<file path="config.mk">
export PLATFORM = sky130hd
export DESIGN_NAME = bzf_ctrl
export DESIGN_NICKNAME = d
export VERILOG_FILES = /design/src/rtl/bzf_pkg.sv /design/src/rtl/bzf_ctrl.sv
export SDC_FILE = /design/constraint.sdc
export NUM_CORES = 1
export LEC_CHECK = 0
export BUFFER_PORTS_ARGS = -buffer_cell sky130_fd_sc_hd__buf_2
export CAP_MARGIN = 20
export CELL_PAD_IN_SITES_DETAIL_PLACEMENT = 1
export CELL_PAD_IN_SITES_GLOBAL_PLACEMENT = 1
export CORE_ASPECT_RATIO = 0.8
export CORE_UTILIZATION = 46
export CTS_CLUSTER_DIAMETER = 30
export CTS_CLUSTER_SIZE = 30
export DETAILED_ROUTE_END_ITERATION = 7
export GPL_ROUTABILITY_DRIVEN = 0
export PLACE_DENSITY_LB_ADDON = 0.08
export RECOVER_POWER = 50
export SYNTH_ARGS = -nofsm -noshare
export SYNTH_HDL_FRONTEND = slang
export SYNTH_SLANG_ARGS = --single-unit
</file>
<file path="constraint.sdc">
create_clock -name clk -period 5.35 [get_ports clk]
set_input_delay 0.535 -clock clk [delete_from_list [all_inputs] [get_ports clk]]
set_output_delay 0.535 -clock clk [all_outputs]
set_load 0.01 [all_outputs]
</file>
<file path="src/rtl/bzf_pkg.sv">
// Shared types, widths and helpers for the cubic Bezier flattener.
// No dependencies; imported by the controller, the datapath and the top level.
package bzf_pkg;

  localparam int unsigned GUARD = 20;
  localparam int unsigned FW    = 64;   // forward-difference width
  localparam int unsigned MW    = 31;   // saturated magnitude width

  typedef logic signed [FW-1:0] fd_t;

  // Controller commands to the datapath
  typedef struct packed {
    logic load;       // latch the curve beat
    logic setup;      // polynomial coefficients and flatness squared
    logic init_f;     // initial forward differences
    logic sel_dd;     // 1: doubled-step test, 0: midpoint test
    logic mag_en;     // register distance magnitudes
    logic sq_en;      // register squares
    logic halve;      // halve the step
    logic dbl;        // double the step
    logic adv;        // advance one step and capture the point
    logic push_pend;  // send the held point
    logic push_err;   // send the limit error result
    logic push_end;   // send the end control point (or error at no room)
    logic out_last;   // tlast of the pushed result
  } bzf_cmd_t;

  // Datapath status to the controller
  typedef struct packed {
    logic gt;         // distance above flatness squared
    logic lt;         // distance below flatness squared
    logic out_free;   // output register can take a result
    logic pend_valid; // a point is held
    logic room_zero;  // no room left
  } bzf_sts_t;

  // Signed division by 2^k truncating toward zero
  function automatic fd_t tdiv(input fd_t v, input int unsigned k);
    fd_t bias;
    bias = v[FW-1] ? ((fd_t'(1) <<< k) - fd_t'(1)) : fd_t'(0);
    return (v + bias) >>> k;
  endfunction

  // Magnitude dropped to Q16.16 and saturated to 31 bits
  function automatic logic [MW-1:0] mag_q16(input fd_t v);
    logic [FW:0] m;
    logic [FW:0] s;
    m = v[FW-1] ? ((FW+1)'(0) - {v[FW-1], v}) : {1'b0, v};
    s = m >> GUARD;
    return (s > (FW+1)'(32'h7FFF_FFFF)) ? MW'(32'h7FFF_FFFF) : s[MW-1:0];
  endfunction

  // Round half up to Q16.16 and saturate to 32 bits
  function automatic logic [31:0] to_q16(input fd_t v);
    logic signed [FW:0] r;
    r = ($signed({v[FW-1], v}) + (FW+1)'(1 << (GUARD - 1))) >>> GUARD;
    if (r > $signed((FW+1)'(32'h7FFF_FFFF))) return 32'h7FFF_FFFF;
    if (r < -$signed((FW+1)'(33'h0_8000_0000))) return 32'h8000_0000;
    return r[31:0];
  endfunction

endpackage

</file>
<file path="src/rtl/bzf_ctrl.sv">
// Controller of the flattener: step size, segment index and result sequencing.
// Depends on bzf_pkg; issues commands to bzf_datapath.
module bzf_ctrl
  import bzf_pkg::*;
#(
  parameter int MAX_SEGMENTS = 32
) (
  input  logic     clk,
  input  logic     rst_n,
  input  logic     in_tvalid,
  output logic     in_tready,
  input  bzf_sts_t sts,
  output bzf_cmd_t cmd
);

  localparam int CW = $clog2(MAX_SEGMENTS + 1) + 1;

  typedef enum logic [8:0] {
    S_IDLE   = 9'b000000001,
    S_SETUP1 = 9'b000000010,
    S_SETUP2 = 9'b000000100,
    S_MAG    = 9'b000001000,
    S_SQ     = 9'b000010000,
    S_CMP    = 9'b000100000,
    S_ADV    = 9'b001000000,
    S_FIN    = 9'b010000000,
    S_ERR    = 9'b100000000
  } state_t;

  state_t         state_r, state_nxt;
  logic [CW-1:0]  loop_r, loop_nxt, maxs_r, maxs_nxt;
  logic           dd_r, dd_nxt;

  always_ff @(posedge clk) begin
    if (!rst_n) begin
      state_r <= S_IDLE;
      loop_r  <= '0;
      maxs_r  <= CW'(4);
      dd_r    <= 1'b0;
    end else begin
      state_r <= state_nxt;
      loop_r  <= loop_nxt;
      maxs_r  <= maxs_nxt;
      dd_r    <= dd_nxt;
    end
  end

  assign in_tready = (state_r == S_IDLE);

  // Sequence decisions over the walk
  always_comb begin
    state_nxt = state_r;
    loop_nxt  = loop_r;
    maxs_nxt  = maxs_r;
    dd_nxt    = dd_r;
    cmd       = '0;
    cmd.sel_dd = dd_r;
    unique case (state_r)
      S_IDLE: begin
        if (in_tvalid) begin
          cmd.load  = 1'b1;
          loop_nxt  = '0;
          maxs_nxt  = CW'(4);
          dd_nxt    = 1'b0;
          state_nxt = S_SETUP1;
        end
      end
      S_SETUP1: begin
        cmd.setup = 1'b1;
        state_nxt = S_SETUP2;
      end
      S_SETUP2: begin
        cmd.init_f = 1'b1;
        state_nxt  = S_MAG;
      end
      S_MAG: begin
        cmd.mag_en = 1'b1;
        state_nxt  = S_SQ;
      end
      S_SQ: begin
        cmd.sq_en = 1'b1;
        state_nxt = S_CMP;
      end
      S_CMP: begin
        if (!dd_r) begin
          if (sts.gt) begin
            if ((maxs_r << 1) <= CW'(MAX_SEGMENTS)) begin
              cmd.halve = 1'b1;
              maxs_nxt  = maxs_r << 1;
              loop_nxt  = loop_r << 1;
              state_nxt = S_MAG;
            end else begin
              state_nxt = S_ADV;
            end
          end else if (!loop_r[0]) begin
            dd_nxt    = 1'b1;
            state_nxt = S_MAG;
          end else begin
            state_nxt = S_ADV;
          end
        end else begin
          dd_nxt = 1'b0;
          if (sts.lt) begin
            if (maxs_r == CW'(1)) begin
              state_nxt = S_FIN;
            end else begin
              cmd.dbl   = 1'b1;
              maxs_nxt  = maxs_r >> 1;
              loop_nxt  = loop_r >> 1;
              state_nxt = S_MAG;
            end
          end else begin
            state_nxt = S_ADV;
          end
        end
      end
      S_ADV: begin
        if (sts.room_zero) begin
          state_nxt = S_ERR;
        end else if (!sts.pend_valid || sts.out_free) begin
          cmd.adv       = 1'b1;
          cmd.push_pend = sts.pend_valid;
          loop_nxt      = loop_r + CW'(1);
          state_nxt     = (loop_r + CW'(1) >= maxs_r) ? S_FIN : S_MAG;
        end
      end
      S_FIN: begin
        if (sts.out_free) begin
          cmd.out_last  = 1'b1;
          cmd.push_pend = sts.pend_valid;
          cmd.push_end  = !sts.pend_valid;
          state_nxt     = S_IDLE;
        end
      end
      S_ERR: begin
        if (sts.out_free) begin
          if (sts.pend_valid) begin
            cmd.push_pend = 1'b1;
          end else begin
            cmd.push_err  = 1'b1;
            cmd.out_last  = 1'b1;
            state_nxt     = S_IDLE;
          end
        end
      end
      default: state_nxt = S_IDLE;
    endcase
  end

endmodule

</file>
After elaboration in Yosys (flattened, before gate mapping)
Index checks and enable logic that the tools add are counted.
{"block": "totals", "output_inout_bits": 14, "reg_bits": 24}
{"block": "classes", "n_lt_le_gt_ge": 2, "n_addsub": 1, "muxes": 61, "n_eq_ne": 21, "reduce_logical": 8}
{"operator": "7-bit two-way mux", "n": 16}
{"operator": "9-bit one-hot mux with 9 select lines", "n": 1}
{"operator": "9-bit two-way mux", "n": 8}
{"operator": "8-bit two-way mux", "n": 3}
{"operator": "1-bit two-way mux", "n": 23}
{"operator": "7-bit one-hot mux with 3 select lines", "n": 1}
{"operator": "3-bit != test, second input constant", "n": 5}
{"operator": "7-bit one-hot mux with 2 select lines", "n": 1}
{"operator": "2-bit != test, second input constant", "n": 6}
{"operator": "2-bit two-way mux", "n": 5}
{"operator": "9-bit by 1-bit == test with 1-bit output, second input constant", "n": 1}
{"operator": "9-bit by 2-bit == test with 1-bit output, second input constant", "n": 1}
{"operator": "9-bit by 3-bit == test with 1-bit output, second input constant", "n": 1}
{"operator": "9-bit by 4-bit == test with 1-bit output, second input constant", "n": 1}
{"operator": "9-bit by 5-bit == test with 1-bit output, second input constant", "n": 1}
{"operator": "9-bit by 6-bit == test with 1-bit output, second input constant", "n": 1}
{"operator": "9-bit by 7-bit == test with 1-bit output, second input constant", "n": 1}
{"operator": "9-bit by 8-bit == test with 1-bit output, second input constant", "n": 1}
{"operator": "9-bit == test, second input constant", "n": 1}
{"operator": "8-bit AND reduction", "n": 1}
{"operator": "7-bit by 1-bit adder with 7-bit output, second input constant", "n": 1}
{"operator": "7-bit by 1-bit == test with 1-bit output, second input constant", "n": 1}
{"operator": "7-bit greater-or-equal comparator", "n": 1}
{"operator": "7-bit by 6-bit <= comparator with 1-bit output, second input constant", "n": 1}
{"operator": "9 further kinds", "n": 10}

Depth between registers and ports, before layout
Gate-level depths: netlist of the first run.
{"block": "logic_depth", "word_depth": 6, "depth_mapped": 11, "ltp_nobuf": 11}

Least setup slack after synthesis of the first run
No wires, ideal clock.
{"block": "synth_timing", "path_type": "register to register", "start": "reg state_r[5]", "end": "reg loop_r[1]", "path_stages_with_launch": 9, "arrival_time_ps": 1846, "synth_period_minus_slack_ps": 1962, "slack_ps": 3388, "required_time_ps": 5234, "cell_sequence": "dfxtp_1 > clkbuf_1 > nor3_2 > and3_1 > a2bb2oi_1 > a311oi_4 > buf_6 > o221ai_1 > o211a_1"}
{"block": "synth_via", "elab_chain_cells": 3, "word_cells_on_any_way": 13, "classes_between": "10 x eq/ne; 1 x mux; 2 x reduce/logical"}
{"element": "start: declaration", "line": "bzf_ctrl.sv:30", "source": "state_t state_r, state_nxt;"}
{"element": "start signal: assignment", "line": "bzf_ctrl.sv:41", "source": "state_r <= state_nxt;"}
{"element": "9-bit by 1-bit == test with 1-bit output *"}
{"element": "via in_tready", "line": "bzf_ctrl.sv:11", "source": "output logic in_tready,"}
{"element": "2-bit != test (no line) / 3-bit nonzero test (equally long branches)"}
{"element": "8-bit AND reduction (no line)"}
{"element": "end signal: assignment", "line": "bzf_ctrl.sv:42", "source": "loop_r <= loop_nxt;"}
{"element": "end: declaration", "line": "bzf_ctrl.sv:31", "source": "logic [CW-1:0] loop_r, loop_nxt, maxs_r, maxs_nxt;"}
Mark *: on every way through the listed nets, which the timed path passes. The rest lies on a longest branch.
A chain may end at the register's enable or synchronous reset.

==> results.yml, run 1 <==
run_status:
  run_status: "finished, final reports clean"
routing:
  vias: 1719
  drc_errors: 0
  routedWlPerCell_um: 17.33
  detailedRoute.firstPassIterationCount: 4
  viasPerCell: 5.928
  wl_um: 5026
  drt_iter0_drc: 67
  ant_nets: 0
placed_design:
  detailed_place.area_um2: 1914
  pre_cts_ws_ns: 2.809
  dp_hpwl_um: 3830
  port_buffers: 21
  dp_cells: 286
timing:
  headroom_to_the_max_slew_limit_pct: 10.60
  achievable_frequency_mhz: 286.5
  finalCriticalPeriod_ns: 3.491
  finalWorstSetupSlack_ns: 1.859
  final_min_period_over_clock_period_pct: 65.25
  worst_slew_pin_slew_ns: 1.329
  rsz_0062_raised_after_global_routing: "false"
  report.final.hold_viol_count: 0
  finalSetupViolCount: 0
  finClkSkew_ns: 0.006181
  final_max_slew_viol_count: 0
  hold-worst-slack_ns: 0.5148
  final_layout_setup_total_negative_slack_ns: 0
critical_path:
  setup.worst_path.class: "reg2out"
  cp-endpoint: "cmd[3]"
  r2r_slack_ns: 2.22
  worstSetupStartpointType: "register"
  crit-reg2reg-capture: "state_r[7]"
  critPathMaxFanout: 9
  worst_r2r_path_depth: 6
  rr_startpoint: "state_r[1]"
  required_ns: 4.82
  cp_data_arrival_time_ns: 2.96
  start_point_of_the_critical_path: "state_r[1]"
  worstSetupEndpointType: "output port"
power_and_ir_drop:
  power.sequential.fraction_pct: 37.7
  pwr-share-clk_pct: 28.8
  worst_ir_drop_vdd_v: 0.0001749
  finalPower_mw: 0.5811
  p_sw_share_pct: 36.04
  switching_power_mw: 0.2095
  p_leak_nw: 0.7756
  logic_gate_share_of_total_power_pct: 33.6
  internal_power_mw: 0.3717
  pwr_density_cell_nw_per_um2: 298.9
grt:
  largest_net_degree_at_the_start_of_global_routing: 23
  grt_util_all_layers_pct: 25.71
  grt-ovfl-total: 0
  first_global_vias: 1660
  grt_first_pass_wirelength_um: 8280
  number_of_antenna_violations_at_the_first_check_in_global_routing: 0
finish:
  layout.cells.most_common_list: "nand2_1, dfxtp_1, nor2_1"
  layout-drive-gt1-share_pct: 12.18
  instances_no_fill: 290
  synth_to_final_area_change_pct: 7.916
  fillers: 445
  mostFrequentLayoutCell: "nand2_1"
  n_antenna_cell: 0
  final_nets: 255
  finalInstanceArea_um2: 1944
  post-route-util_pct: 54.17
floorplan:
  die-width_um: 71.97
  dieHeight_um: 57.98
  initial_cell_density_of_the_core_pct: 50.19
  full_die_area_um2: 4172
  placement_rows: 19
  top_level_ports: 22
  floorplan.core_area_um2: 3590
clock_tree:
  clkTransAtPathRegs_ns: 0.10
  cts.path.max_buffers: 2
  cts_inserted_buffers: 3
  cts_hold_buffers: 0
  cts_sinks: 24
  clock_tree.root_cell: "clkbuf_8"
  clock_tree_from_tritoncts: "built"
  post_cts.repair.setup_buffers: 0
  clock_tree.htree_level_count: 1
  insertion_delay_ns: 0.28
  ctsResizeCount: 0
logic_synthesis:
  synth-warning-count: 0
  yosysSeqAreaShare_pct: 26.67
  syn-cell-area_um2: 1802
  mean_cell_area_of_the_mapped_netlist_um2: 8.043
  synthesis.nets: 240
  post_synth_num_cell_types: 52
  postSynth.asyncResetShare_pct: 0
  synth-edff-count: 0
  postSynth.topFlopCell: "dfxtp_1"
  postSynthRegisterBits: 24
  post_synth_inst_count: 224
hold_path:
  whs_path_depth: 2
  class_of_the_worst_hold_path: "reg2reg"
run:
  timing.max_cap.violations: 0
## kinds of logic (layout without fill, tap and decap cells)
| kind of cell | Yosys count | in the layout | share of synthesized area [%] |
|---|---|---|---|
| buffers and inverters | 24 | 38 | 5.902 |
| xor gates and xnor gates | 7 | 7 | 3.403 |
| and+or+nand+nor | 98 | 98 | 29.86 |
| AOI/OAI and AO/OA | 49 | 49 | 20.56 |
| adders and majority gates | 8 | 8 | 5.556 |
| muxes | 14 | 14 | 8.056 |
| DFF | 24 | 24 | 26.67 |
## power groups by stage
| stage | registers [mW] | logic (mW) | clock network (mW) |
|---|---|---|---|
| after global placement | 0.225 | 0.193 | 0 |
| final | 0.219 | 0.195 | 0.167 |
| after CTS | 0.222 | 0.204 | 0.169 |
| after detailed placement | 0.227 | 0.202 | 0 |
| after floorplan | 0.217 | 0.156 | 0 |
| after global routing | 0.222 | 0.215 | 0.176 |
## worst min path at each step
stage                            to       from  slack, ns
after floorplan           maxs_r[5]  maxs_r[5]       0.45
after global placement    maxs_r[5]  maxs_r[5]       0.47
after detailed placement  maxs_r[5]  maxs_r[5]       0.49
after CTS                 maxs_r[5]  maxs_r[5]       0.50
after global routing      maxs_r[5]  maxs_r[5]       0.55
final                     maxs_r[5]  maxs_r[5]       0.51
## sequential cells by signal, indices dropped and copies added (netlist names)
| register | cells |
|---|---|
| loop_r | 7 |
| dd_r | 1 |
| maxs_r | 7 |
| state_r | 9 |
## cell usage after synthesis (3+ instances only)
cell type,instances,share of area (%)
nand2_1,27,5.6
dfxtp_1,24,27
nor2_1,16,3.3
a21oi_1,14,3.9
inv_1,12,2.5
nand3_1,11,3.1
mux2i_1,10,5.6
o21ai_0,9,2.5
ha_1,8,5.6
nor2b_1,8,2.8
clkbuf_1,7,1.5
and3_1,6,2.1
or3_1,6,2.1
nor3_1,5,1.4
xor2_1,5,2.4
a311oi_1,4,1.9
mux2_2,4,2.5
a32o_1,3,1.7
and2_1,3,1.0
o21a_1,3,1.2
## final cells by class
class	count	area, um2	area share, %
repair buffers	21	97.59	5.019
clock buffers	3	41.29	2.124
flip-flops and latches	24	480.5	24.71
multi-input cells	176	1181	60.75
clock inverters	1	30.03	1.544
inverters	13	48.80	2.510
well taps	52	65.06	3.346
## critical path, cell delays in order, from the launching register on
cell and delay (ns):
dfxtp_1 0.38, nor4_1 1.11, nand3_1 0.58, o21ai_0 0.29, and3_1 0.18, buf_2 0.12
## routing by layer
layer,global-route usage [%],share of wire (%),routed length [um],vias up
met2,40.43,44,2188,39
met5,0,0,0,-
met1,36.44,52,2605,836
li1,-,-,-,842
met3,6.087,4.5,225,2
met4,4.482,0.16,8,0
Power figures use the tool's default switching activity.
==> inputs of run 2 (changes only) <==
--- a/config.mk
+++ b/config.mk
@@ -10,7 +10,7 @@
 export CELL_PAD_IN_SITES_DETAIL_PLACEMENT = 1
 export CELL_PAD_IN_SITES_GLOBAL_PLACEMENT = 1
 export CORE_ASPECT_RATIO = 0.8
-export CORE_UTILIZATION = 46
+export CORE_UTILIZATION = 39
 export CTS_CLUSTER_DIAMETER = 30
 export CTS_CLUSTER_SIZE = 30
 export DETAILED_ROUTE_END_ITERATION = 7
==> constraint.sdc (replaced) <==
create_clock -name clk -period 3.09 [get_ports clk]
set_input_delay 0.309 -clock clk [delete_from_list [all_inputs] [get_ports clk]]
set_output_delay 0.309 -clock clk [all_outputs]
set_load 0.01 [all_outputs]
==> results.yml, run 2 (synthesis results as in run 1) <==
floorplan:
  placement_rows: 21
  dieHeight_um: 62.80
  top_level_ports: 22
  floorplan.core_area_um2: 4309
  full_die_area_um2: 4897
  initial_cell_density_of_the_core_pct: 41.81
  die-width_um: 77.99
finish:
  mostFrequentLayoutCell: "nand2_1"
  flip_flop_count_of_the_largest_register_all_copies_and_words_added: 9
  fillers: 563
  final_nets: 258
  instances_no_fill: 298
  n_antenna_cell: 0
  finalInstanceArea_um2: 2003
  regMostFlops: "state_r"
  layout-drive-gt1-share_pct: 14.94
  post-route-util_pct: 46.49
  synth_to_final_area_change_pct: 11.18
  reg.largest.list: "state_r (9), loop_r (7), maxs_r (7)"
  layout.cells.most_common_list: "nand2_1, dfxtp_1, nor2_1, buf_2, a21oi_1"
critical_path:
  start_point_of_the_critical_path: "state_r[5]"
  critical_path_depth: 6
  critical-path-max-stage-delay_ns: 0.57
  critical_path_buf_inv_count: 0
  rr_startpoint: "state_r[5]"
  cp_data_arrival_time_ns: 2.74
  critPathMaxFanout: 12
  cp-endpoint: "loop_r[1]"
  worstSetupEndpointType: "register"
  path_delay_family: "compound AO/OA/AOI/OAI gates"
  r2r_slack_ns: 0.52
  worst_r2r_path_depth: 6
  setup.worst_path.class: "reg2reg"
  crit-reg2reg-capture: "loop_r[1]"
  worstSetupStartpointType: "register"
  required_ns: 3.26
  crit_path_top_delay_cell: "nor3_1"
  crit_path_cell_trace: "nor3_1 -> and3_1 -> a2bb2oi_1 -> a311oi_4 -> o221ai_1 -> o211a_1"
timing:
  finalCriticalPeriod_ns: 2.572
  final_min_period_over_clock_period_pct: 83.24
  report.final.hold_viol_count: 0
  final_max_slew_viol_count: 0
  worst_slew_pin_slew_ns: 0.6674
  finClkSkew_ns: 0.007988
  rsz_0062_raised_after_global_routing: "false"
  final_layout_setup_total_negative_slack_ns: 0
  achievable_frequency_mhz: 388.8
  finalSetupViolCount: 0
  finalWorstSetupSlack_ns: 0.5178
  headroom_to_the_max_slew_limit_pct: 55.50
routing:
  routedWlPerCell_um: 17.25
  ant_nets: 0
  drt_iter0_drc: 48
  wl_um: 5140
  drc_errors: 0
  viasPerCell: 5.695
  detailedRoute.firstPassIterationCount: 4
  vias: 1697
run:
  timing.max_cap.violations: 0
hold_path:
  hp-start: "rst_n"
  class_of_the_worst_hold_path: "in2reg"
clock_tree:
  clkTransAtPathRegs_ns: 0.09
  clock_tree.htree_level_count: 1
  cts_hold_buffers: 0
  cts.path.max_buffers: 2
  cts_inserted_buffers: 3
  ctsResizeCount: 0
  post_cts.repair.setup_buffers: 0
  clock_tree.root_cell: "clkbuf_8"
  insertion_delay_ns: 0.28
  cts_sinks: 24
  clock_tree_from_tritoncts: "built"
grt:
  number_of_antenna_violations_at_the_first_check_in_global_routing: 0
  grt_first_pass_wirelength_um: 8749
  grt_util_all_layers_pct: 22.75
  grtUsageMet2_pct: 35.29
  largest_net_degree_at_the_start_of_global_routing: 16
  grt-ovfl-total: 0
  global_route.usage.met1_pct: 33.01
  grtUsageMet3_pct: 3.942
  grt_most_used_layer: "met2"
  first_global_vias: 1725
placed_design:
  detailed_place.area_um2: 1943
  dp_hpwl_um: 4004
  pre_cts_ws_ns: 0.5796
  dp_cells: 294
  port_buffers: 21
power_and_ir_drop:
  p_leak_nw: 0.7981
  worst_ir_drop_vdd_v: 0.0003553
  pwr_density_cell_nw_per_um2: 511.0
run_status:
  run_status: "finished, final reports clean"
run 2: final cells by class:
type | count | area, um2 | area share [%]
repair buffers | 24 | 121.4 | 6.059
flip-flops and latches | 24 | 480.5 | 23.99
inverters | 13 | 48.80 | 2.436
clock buffers | 3 | 41.29 | 2.061
well taps | 57 | 71.32 | 3.560
multi-input cells | 176 | 1210 | 60.40
clock inverters | 1 | 30.03 | 1.499
run 2: through the flow:
step,hold slack (ns),power (mW)
after floorplan,0.4494,0.6470
after global placement,0.4921,0.7325
after detailed placement,0.4872,0.7439
after CTS,0.3702,1.031
after global routing,0.3752,1.091
final,0.3735,1.024
run 2: routing by layer:
layer / share of wire [%] / routed length (um)
met1: 52 / 2693
met2: 44 / 2263
met3: 3.0 / 154
met4: 0.56 / 29
met5: 0 / 0
run 2: worst min path at each step:
stage / cells past startpoint / end / slack (ns)
after floorplan: 2 / state_r[3] / 0.45
after global placement: 2 / maxs_r[5] / 0.49
after detailed placement: 2 / maxs_r[5] / 0.49
after CTS: 2 / maxs_r[2] / 0.37
after global routing: 2 / maxs_r[2] / 0.38
final: 2 / maxs_r[2] / 0.37
run 2: power by group:
| part | total, mW | switching [mW] | internal (mW) | leakage [nW] |
|---|---|---|---|---|
| combinational | 0.361 | 0.209 | 0.152 | 0.568 |
| clock | 0.283 | 0.109 | 0.173 | 0.0357 |
| sequential | 0.380 | 0.0453 | 0.335 | 0.195 |
==> inputs of run 3 (changes only) <==
==> constraint.sdc (replaced) <==
create_clock -name clk -period 2.18 [get_ports clk]
set_input_delay 0.218 -clock clk [delete_from_list [all_inputs] [get_ports clk]]
set_output_delay 0.218 -clock clk [all_outputs]
set_load 0.01 [all_outputs]
==> results.yml, run 3 (synthesis results as in run 1) <==
finish:
  final_nets: 283
  finalInstanceArea_um2: 2261
  synth_to_final_area_change_pct: 25.49
  regMostFlops: "state_r"
  instances_no_fill: 323
  layout-drive-gt1-share_pct: 29.70
  flip_flop_count_of_the_largest_register_all_copies_and_words_added: 9
  fillers: 552
  n_antenna_cell: 0
  layout.cells.most_common_list: "nand2_1, buf_4, buf_2"
  reg.largest.list: "state_r (9), loop_r (7), maxs_r (7)"
  post-route-util_pct: 52.47
timing:
  final_max_slew_viol_count: 0
  finalCriticalPeriod_ns: 2.124
  headroom_to_the_max_slew_limit_pct: 72.07
  hold-worst-slack_ns: 0.2488
  worst_slew_pin_slew_ns: 0.4184
  final_layout_setup_total_negative_slack_ns: 0
  finClkSkew_ns: 0.01044
  finalSetupViolCount: 0
  rsz_0062_raised_after_global_routing: "true"
  achievable_frequency_mhz: 470.8
  final_min_period_over_clock_period_pct: 97.42
  finalWorstSetupSlack_ns: 0.05616
  report.final.hold_viol_count: 0
grt:
  grt_first_pass_wirelength_um: 9453
  largest_net_degree_at_the_start_of_global_routing: 16
  grt-ovfl-total: 0
  grt_util_all_layers_pct: 24.59
  first_global_vias: 1866
  number_of_antenna_violations_at_the_first_check_in_global_routing: 0
critical_path:
  cp_data_arrival_time_ns: 2.30
  required_ns: 2.35
  critPathMaxFanout: 6
  setup.worst_path.class: "reg2reg"
  worstSetupStartpointType: "register"
  worstSetupEndpointType: "register"
clock_tree:
  clock_tree.root_cell: "clkbuf_8"
  cts.path.max_buffers: 2
  clock_tree_from_tritoncts: "built"
  cts_inserted_buffers: 3
  cts_hold_buffers: 0
  insertion_delay_ns: 0.28
  cts_sinks: 24
  clock_tree.htree_level_count: 1
  clkTransAtPathRegs_ns: 0.10
placed_design:
  dp_hpwl_um: 4306
  pre_cts_ws_ns: 0.01168
  port_buffers: 21
  dp_cells: 314
  detailed_place.area_um2: 2093
routing:
  vias: 1886
  drt_iter0_drc: 64
  ant_nets: 0
  wl_um: 5972
  viasPerCell: 5.839
  drc_errors: 0
  detailedRoute.firstPassIterationCount: 4
  routedWlPerCell_um: 18.49
run:
  timing.max_cap.violations: 0
floorplan:
  initial_cell_density_of_the_core_pct: 41.81
  placement_rows: 21
  top_level_ports: 22
  die-width_um: 77.99
  floorplan.core_area_um2: 4309
  full_die_area_um2: 4897
  dieHeight_um: 62.80
power_and_ir_drop:
  pwr_density_cell_nw_per_um2: 725.3
  p_leak_nw: 0.9543
  worst_ir_drop_vdd_v: 0.0004101
  finalPower_mw: 1.640
run_status:
  run_status: "finished, final reports clean"
hold_path:
  class_of_the_worst_hold_path: "in2reg"
-- run 3: timing repair --
item / CTS / global route
pin swaps: 2 / 9
gates cloned: 0 / 1
buffers inserted: 3 / 1
endpoints found under the setup margin: 7 / 15
resized for setup: 1 / 17
-- run 3: layout make-up --
type / count / area (um2) / share of cell area [%]
Clock inverter: 1 / 30.03 / 1.328
Multi-Input combinational cell: 176 / 1266 / 56.00
Sequential cell: 24 / 488.0 / 21.58
Clock buffer: 3 / 41.29 / 1.826
Tap cell: 57 / 71.32 / 3.154
Timing Repair Buffer: 49 / 315.3 / 13.95
Inverter: 13 / 48.80 / 2.158
-- run 3: worst max-delay path: stages, from the launching register on --
cell	delay [ns]
dfxtp_4	0.39
nor4_4	0.44
buf_4	0.20
nand2_1	0.06
a2bb2oi_1	0.17
a311oi_4	0.29
buf_6	0.19
mux2i_1	0.21
nor2b_1	0.06
-- run 3: worst paths after layout --
kind / from / end / slack, ns / cells past startpoint
setup / recovery: state_r[0] / loop_r[6] / 0.06 / 8
setup reg to reg: state_r[0] / loop_r[6] / 0.06 / 8
hold reg to reg: maxs_r[5] / maxs_r[5] / 0.50 / 2
hold / removal: rst_n / maxs_r[2] / 0.25 / 2
-- run 3: per-layer routing --
metal	vias up	wire length (um)	track usage (%)
li1	904	-	-
met1	948	2981	35.79
met2	32	2800	37.94
met3	2	176	4.234
met4	0	13	4.861
met5	-	0	0
-- run 3: where the power goes --
part           switching [mW]  internal, mW  leakage [nW]
combinational           0.372         0.322         0.723
clock                   0.167         0.246        0.0357
sequential             0.0488         0.483         0.196
